==> config.mk <==
export PLATFORM = sky130hd
export DESIGN_NAME = sorted_key_set_core_flat
export DESIGN_NICKNAME = d
export VERILOG_FILES = /design/src/hw/rtl/sks_pkg.sv /design/src/hw/rtl/sks_in_if.sv /design/src/hw/rtl/sks_out_if.sv /design/src/hw/rtl/sorted_key_set_core.sv /design/src/hw/rtl/sks_cell.sv /design/src/flat_wrapper.sv
export SDC_FILE = /design/constraint.sdc
export NUM_CORES = 2
export LEC_CHECK = 0
export ABC_CLOCK_PERIOD_IN_PS = 12700
export BUFFER_PORTS_ARGS = -buffer_cell sky130_fd_sc_hd__buf_2
export CORE_MARGIN = 4
export CORE_UTILIZATION = 70
export CTS_BUF_LIST = sky130_fd_sc_hd__clkbuf_4
export CTS_CLUSTER_DIAMETER = 200
export DETAILED_ROUTE_END_ITERATION = 12
export GPL_TIMING_DRIVEN = 0
export PLACE_DENSITY_LB_ADDON = 0.15
export REMOVE_ABC_BUFFERS = 1
export SLEW_MARGIN = 0
export SYNTH_ARGS = -nofsm -noshare
export SYNTH_HDL_FRONTEND = slang
export SYNTH_SLANG_ARGS = --single-unit
==> constraint.sdc <==
create_clock -name clk -period 12.7 [get_ports clk]
set_input_delay 1.27 -clock clk [delete_from_list [all_inputs] [get_ports clk]]
set_output_delay 1.27 -clock clk [all_outputs]
set_load 0.01 [all_outputs]
==> src/hw/rtl/sks_pkg.sv <==
// Shared types and constants for the sorted key set.
`timescale 1ns / 1ps
package sks_pkg;

	localparam int KEY_W        = 16;
	localparam int CAPACITY_DEF = 64;

	// Operation codes carried in the op field
	localparam logic OP_INSERT = 1'b0;
	localparam logic OP_QUERY  = 1'b1;

	typedef logic [KEY_W-1:0] key_t;

	// Compare status that every cell reports to the top level and to its right neighbor
	typedef struct packed {
		logic ge;   // slot is empty or holds a key >= the probe key
		logic eq;   // slot is valid and holds the probe key
	} cell_stat_t;

endpackage

==> src/hw/rtl/sks_in_if.sv <==
// Input channel: valid/ready handshake carrying op and key.
`timescale 1ns / 1ps
interface sks_in_if;
	logic          valid;
	logic          ready;
	logic          op;
	sks_pkg::key_t key;

	modport source (output valid, output op, output key, input ready);
	modport sink (input valid, input op, input key, output ready);
endinterface

==> src/hw/rtl/sks_out_if.sv <==
// Output channel: valid/ready handshake carrying the lookup/insert result.
`timescale 1ns / 1ps
interface sks_out_if;
	logic valid;
	logic ready;
	logic present;
	logic added;
	logic full_reject;

	modport source (output valid, output present, output added, output full_reject,
		input ready);
	modport sink (input valid, input present, input added, input full_reject,
		output ready);
endinterface

==> src/hw/rtl/sorted_key_set_core.sv <==
// Sorted, duplicate-free set of 16-bit keys held in a chain of CAPACITY cells.
// Every cell compares its key against the incoming key at once, so an insert or
// a query is decided combinationally and one transaction is taken per cycle; the
// result is loaded into an output register in the cycle after, and a new input is taken
// whenever that register is empty or being drained in the same cycle. An insert
// shifts all entries at and above its sorted position one cell to the right.
// present reports a key already held; added marks an insert that stored its key;
// full_reject marks an insert of a new key refused because CAPACITY keys are held.
// No clearing is needed after reset: the entry count alone marks which cells hold keys.
`timescale 1ns / 1ps
module sorted_key_set_core #(
	parameter int CAPACITY = sks_pkg::CAPACITY_DEF
) (
	input logic       clk,
	input logic       arst_n,
	sks_in_if.sink    in_ch,
	sks_out_if.source out_ch
);

	localparam int CW = $clog2(CAPACITY + 1);

	logic [CW-1:0]       count_q;
	sks_pkg::key_t       cell_key  [CAPACITY];
	sks_pkg::cell_stat_t cell_stat [CAPACITY];
	logic [CAPACITY-1:0] eq_vec;

	logic in_acc;
	logic found;
	logic is_insert;
	logic has_room;
	logic do_insert;

	logic out_valid_q;
	logic present_q;
	logic added_q;
	logic reject_q;

	assign in_ch.ready = !out_valid_q || out_ch.ready;
	assign in_acc      = in_ch.valid && in_ch.ready;

	genvar gi;
	generate
		for (gi = 0; gi < CAPACITY; gi++) begin : g_cell
			logic          left_ge;
			sks_pkg::key_t left_key;
			if (gi == 0) begin : g_head
				assign left_ge  = 1'b0;
				assign left_key = in_ch.key;
			end else begin : g_body
				assign left_ge  = cell_stat[gi-1].ge;
				assign left_key = cell_key[gi-1];
			end
			sks_cell u_cell (
				.clk        (clk),
				.slot_valid (count_q > CW'(gi)),
				.probe_key  (in_ch.key),
				.shift_en   (do_insert),
				.left_key   (left_key),
				.left_ge    (left_ge),
				.key        (cell_key[gi]),
				.stat       (cell_stat[gi])
			);
			assign eq_vec[gi] = cell_stat[gi].eq;
		end
	endgenerate

	assign found     = |eq_vec;
	assign is_insert = (in_ch.op == sks_pkg::OP_INSERT);
	assign has_room  = (count_q < CW'(CAPACITY));
	assign do_insert = in_acc && is_insert && !found && has_room;

	always_ff @(posedge clk or negedge arst_n) begin
		if (!arst_n) begin
			count_q     <= '0;
			out_valid_q <= 1'b0;
		end else begin
			if (do_insert) begin
				count_q <= count_q + CW'(1);
			end
			if (in_acc) begin
				out_valid_q <= 1'b1;
			end else if (out_ch.ready) begin
				out_valid_q <= 1'b0;
			end
		end
	end

	always_ff @(posedge clk) begin
		if (in_acc) begin
			present_q <= found;
			added_q   <= is_insert && !found && has_room;
			reject_q  <= is_insert && !found && !has_room;
		end
	end

	assign out_ch.valid       = out_valid_q;
	assign out_ch.present     = present_q;
	assign out_ch.added       = added_q;
	assign out_ch.full_reject = reject_q;

endmodule

==> src/hw/rtl/sks_cell.sv <==
// One slot of the sorted chain: holds a key, compares it, shifts right on insert.
`timescale 1ns / 1ps
module sks_cell (
	input  logic                clk,
	input  logic                slot_valid,
	input  sks_pkg::key_t       probe_key,
	input  logic                shift_en,
	input  sks_pkg::key_t       left_key,
	input  logic                left_ge,
	output sks_pkg::key_t       key,
	output sks_pkg::cell_stat_t stat
);

	sks_pkg::key_t key_q;

	always_comb begin
		stat.ge = !slot_valid || (key_q >= probe_key);
		stat.eq = slot_valid && (key_q == probe_key);
	end

	// First slot at or past the insert point takes the new key, the rest take the left key
	always_ff @(posedge clk) begin
		if (shift_en && stat.ge) begin
			key_q <= left_ge ? left_key : probe_key;
		end
	end

	assign key = key_q;

endmodule

==> src/flat_wrapper.sv <==
// flat-port wrapper written by rule: the top's interface ports become plain ports
module sorted_key_set_core_flat 
#(
	parameter int CAPACITY = sks_pkg::CAPACITY_DEF
)
  (clk, arst_n, in_ch_valid, in_ch_op, in_ch_key, in_ch_ready, out_ch_valid, out_ch_present, out_ch_added, out_ch_full_reject, out_ch_ready);
  sks_in_if in_ch_i ();
  sks_out_if out_ch_i ();
  input logic clk;
  input logic arst_n;
  input wire logic [$bits(in_ch_i.valid)-1:0] in_ch_valid;
  input wire logic [$bits(in_ch_i.op)-1:0] in_ch_op;
  input wire logic [$bits(in_ch_i.key)-1:0] in_ch_key;
  output wire logic [$bits(in_ch_i.ready)-1:0] in_ch_ready;
  output wire logic [$bits(out_ch_i.valid)-1:0] out_ch_valid;
  output wire logic [$bits(out_ch_i.present)-1:0] out_ch_present;
  output wire logic [$bits(out_ch_i.added)-1:0] out_ch_added;
  output wire logic [$bits(out_ch_i.full_reject)-1:0] out_ch_full_reject;
  input wire logic [$bits(out_ch_i.ready)-1:0] out_ch_ready;
  assign in_ch_i.valid = in_ch_valid;
  assign in_ch_i.op = in_ch_op;
  assign in_ch_i.key = in_ch_key;
  assign in_ch_ready = in_ch_i.ready;
  assign out_ch_valid = out_ch_i.valid;
  assign out_ch_present = out_ch_i.present;
  assign out_ch_added = out_ch_i.added;
  assign out_ch_full_reject = out_ch_i.full_reject;
  assign out_ch_i.ready = out_ch_ready;
  sorted_key_set_core #(.CAPACITY(CAPACITY)) u_core (.clk(clk), .arst_n(arst_n), .in_ch(in_ch_i), .out_ch(out_ch_i));
endmodule
==> metrics.md <==
| Metric | Value |
|---|---|
| Status | `finished with violations` |
| Violations in the final reports | `max-capacitance violations, max-slew violations` |
| Worst Skew | `0.129 ns` |
| Total internal power | `0.00573 W` |
| Area of the mapped netlist | `70500 µm²` |
| H-tree level count | `5` |
| Launching element type of the critical path | `input pin` |
| Post-layout util | `about three quarters` |
| Crit path max-delay family | `simple AND/OR/NAND/NOR gates` |
| TritonCTS Sinks | `1035` |
| HP Start | `in_ch_valid` |
| Top-count cell post-synth | `sky130_fd_sc_hd__ha_1` |
| Critical Path Slowest Stage Cell | `sky130_fd_sc_hd__nor2b_1` |
| Most used standard cells in the synthesized netlist | `sky130_fd_sc_hd__ha_1 (1028), sky130_fd_sc_hd__edfxtp_1 (1027), sky130_fd_sc_hd__mux2_2 (912)` |
| Via-to-Cell Ratio | `7.23` |
| Number of cells on the worst reg-to-reg path | `9` |
| Area of the core region | `around 100000 µm²` |
| Post-synth top area share | `43.8%` |
| Cell depth of the worst setup path | `12` |
| Die area | `106000 µm²` |
| CP arrival | `7.05 ns` |
| Required time reported for the critical path endpoint | `13.45 ns` |
| Setup repair after global routing missed its margin | `no` |
| DRT antenna net count | `0` |
| Num ports | `26` |
| Port buffer count | `25` |
| Initial antenna violation count | `5` |
| DRC Markers | `0` |
| Final HPWL DP | `roughly 130000 µm` |
| Warning count from the yosys run | `0` |
| Via count | `between 50000 and 60000` |
| Max-capacitance violation count | `1` |
| Share of total power in sequential cells | `48.5%` |
| Final Hold Fails | `0` |
| Delay contributed by the slowest stage of the critical path | `about 1.0 ns` |
| Number of enable-type register cells in the synthesized netlist | `approximately 1000` |
| Clock Tree Root | `sky130_fd_sc_hd__clkbuf_4` |
| Final worst path period share | `49.6%` |
| Slew headroom | `-1.45%` |
| Total Wirelength | `201000 µm` |
| Placer Congestion | `between 0.9 and 1` |
| Reg-to-reg endpoint | `u_core.g_cell[27].u_cell.key[12]` |
| Clock tree from TritonCTS | `built` |
| Share of synthesized registers carrying an async set or reset | `less than 1%` |
| Count of buffer and inverter cells on the critical path | `3` |
| Initial Utilization | `70.5%` |
| Post-Place Worst Slack | `5.03 ns` |
| Global-route wire length before repair | `304000 µm` |
| Avg WL per Cell | `27.7 µm` |
| Reg2Reg Setup Slack | `6.43 ns` |
| Synth area leaders | `sky130_fd_sc_hd__edfxtp_1 (44%), sky130_fd_sc_hd__ha_1 (18%), sky130_fd_sc_hd__mux2_2 (15%)` |
| Cells traversed along the worst timing path | `buf_4 -> clkinv_4 -> ha_1 -> and4_2 -> and2_1 -> a32oi_1 -> nand4_1 -> nor4_1 -> and4_1 -> nand3_4 -> buf_16 -> nor2b_1` |
| Synthesized instance count | `around 5700` |
| Router iterations before antenna repair | `10` |
| Critical-path maximum fanout | `71` |
| Row Count | `116` |
| Power share of the clock group | `38.6%` |
| Final setup viols | `0` |
| Total grt overflow | `0` |
| Cell taking the most area after synthesis | `sky130_fd_sc_hd__edfxtp_1` |
| Synth-to-layout area growth | `7.86%` |
| Number of setup buffers added after CTS | `0` |
| DIE HEIGHT | `325 µm` |
| Number of buffers between clock root and the deepest sink | `4` |
| Global-route usage over all layers | `between 30 and 40%` |
| Time the worst path needs with I/O delays and setup | `approximately 6.3 ns` |
| Min-Delay Endpoint | `u_core.out_ch.valid` |
| Sequential share of the synthesized area | `44.1%` |
| Fmax | `0.159 GHz` |
| Count of cell types in the netlist | `73` |
| Number of buffers created by CTS | `292` |
| Prevailing post-synth register cell | `sky130_fd_sc_hd__edfxtp_1` |
| Least-Margin Pin Slew | `1.50 ns` |
| TNS Setup | `0 ns` |
| Fraction of layout cells with a size suffix above 1 | `between 20 and 30%` |
| Pins over their slew limit | `3` |
| Insertion delay of the later-clocked pin in the worst-skew pair | `~1.2 ns` |
| Die width | `325 µm` |
| Mean post-synth cell area | `12.4 µm²` |
| Largest voltage drop on the vdd net | `roughly 0.10 mV` |
| Part of the total power dissipated in combinational logic | `12.8%` |
| Class of the tightest hold or removal check | `input pin to register` |
| Worst-case setup margin in the final layout | `around 6.4 ns` |
| Via count of the first global-routing pass | `52600` |
| Net switching fraction of the power | `26.2%` |
| Worst Setup Path Type | `input pin to register` |
| Initial drt markers | `5443` |
| Largest net degree at the start of global routing | `72` |
| Layout net count | `6831` |
| Element type at the critical path end | `register` |
| Hold path depth | `2` |
| Clock transition at path regs | `0.06 ns` |
| Standby leakage power | `29.7 nW` |
| Switching pwr | `just over 0.002 W` |
| Startpoint of the most critical register-to-register path | `u_core.count_q[0]` |
| Final Power | `0.00776 W` |
| Cell area power density | `about 100 nW/µm²` |
| Flops & latches, synth | `1035` |
[state kept, by name (all words and copies together) (netlist names)]
| name | flops |
|---|---|
| u_core.out_ch.full_reject | 1 |
| u_core.out_ch.added | 1 |
| u_core.count_q | 7 |
| u_core.out_ch.valid | 1 |
| u_core.out_ch.present | 1 |
| u_core.g_cell.u_cell.key | 1024 |
[metrics by stage]
step	cells	hold slack [ns]	area [µm²]
floorplan	5399	0.550	69300
global placement	6722	0.495	71000
detailed placement	6774	0.516	72300
CTS	7254	0.141	75800
global route	7267	0.229	76000
finish	7269	0.267	76000
[cells in the final DEF, fill, tap and decap left out, drive strengths merged, types with 34 or more instances in the layout]
cell type,Yosys,routed
inv,116,121
mux2,913,913
buf,40,87
nand2,89,89
o21ai,158,158
a21oi,292,292
nor3,90,90
a31oi,34,34
clkbuf,264,402
o211ai,98,98
clkinv,4,73
nor2b,141,141
nand3,118,118
nand2b,47,47
nor2,99,99
o21a,87,87
ha,1028,1028
a21o,314,314
edfxtp,1027,1027
nand4,361,361
and4,66,66
[worst reg2reg max path, delay by kind of cell (launching register included)]
family | cells | cell delay, ns
flops | 1 | 0.63
compound gates | 3 | 2.48
simple gates | 5 | 2.43
buf+inv | 1 | 0.27
[layer usage]
layer  vias up  share of wire, %  global-route usage [%]
met4         4               6.6                    23.1
met1     25400                38                    46.6
li1      23200                 -                       -
met2      3103                45                    58.1
met5         -             0.012                       0
met3       841                10                    9.53
[worst max-delay path by stage]
stage,startpoint,end,slack (ns)
finish,in_ch_key[15],u_core.g_cell[27].u_cell.key[12],6.40
detailed placement,in_ch_key[15],u_core.g_cell[29].u_cell.key[1],5.03
global placement,in_ch_key[15],u_core.g_cell[24].u_cell.key[0],-2.35
floorplan,in_ch_key[15],u_core.g_cell[24].u_cell.key[0],4.99
CTS,in_ch_key[15],u_core.g_cell[29].u_cell.key[14],6.26
global route,in_ch_key[15],u_core.g_cell[30].u_cell.key[8],6.31
[cells by family (layout without fill, tap and decap cells)]
logic type / after synthesis / in the layout / synth area share [%]
AND/OR/NAND/NOR: 1110 / 1110 / 9.30
adder cells (fa/ha/maj): 1028 / 1028 / 18.3
flip-flops: 1035 / 1035 / 44.1
buffers and inverters: 424 / 688 / 2.34
XOR/XNOR: 5 / 5 / 0.0622
AO/OA/AOI/OAI: 1188 / 1188 / 11.4
other: 0 / 4 / 0
multiplexers: 913 / 913 / 14.6
[power groups by stage]
stage	registers, W	logic [W]	clock network, W
floorplan	0.00384	0.000630	0
global placement	0.00384	0.000894	0
detailed placement	0.00384	0.000964	0
CTS	0.00377	0.000974	0.00302
global route	0.00376	0.00108	0.00321
finish	0.00377	0.000997	0.00300
[cell type report]
| cell class | count | area [µm²] |
|---|---|---|
| clock buffers | 401 | 3010 |
| inverters | 120 | 490 |
| multi-input cells | 4244 | 38100 |
| diodes | 4 | 10.0 |
| fillers | 6248 | 24000 |
| repair buffers | 89 | 1300 |
| flip-flops and latches | 1035 | 31000 |
| well taps | 1298 | 1620 |
| clock inverters | 78 | 418 |
[what timing repair did]
item	CTS	global route
hold buffers	1	0
resized for setup	0	0
setup endpoints to repair	0	0
hold endpoints to repair	8	0
No activity file was read; power rests on OpenSTA's default activity.
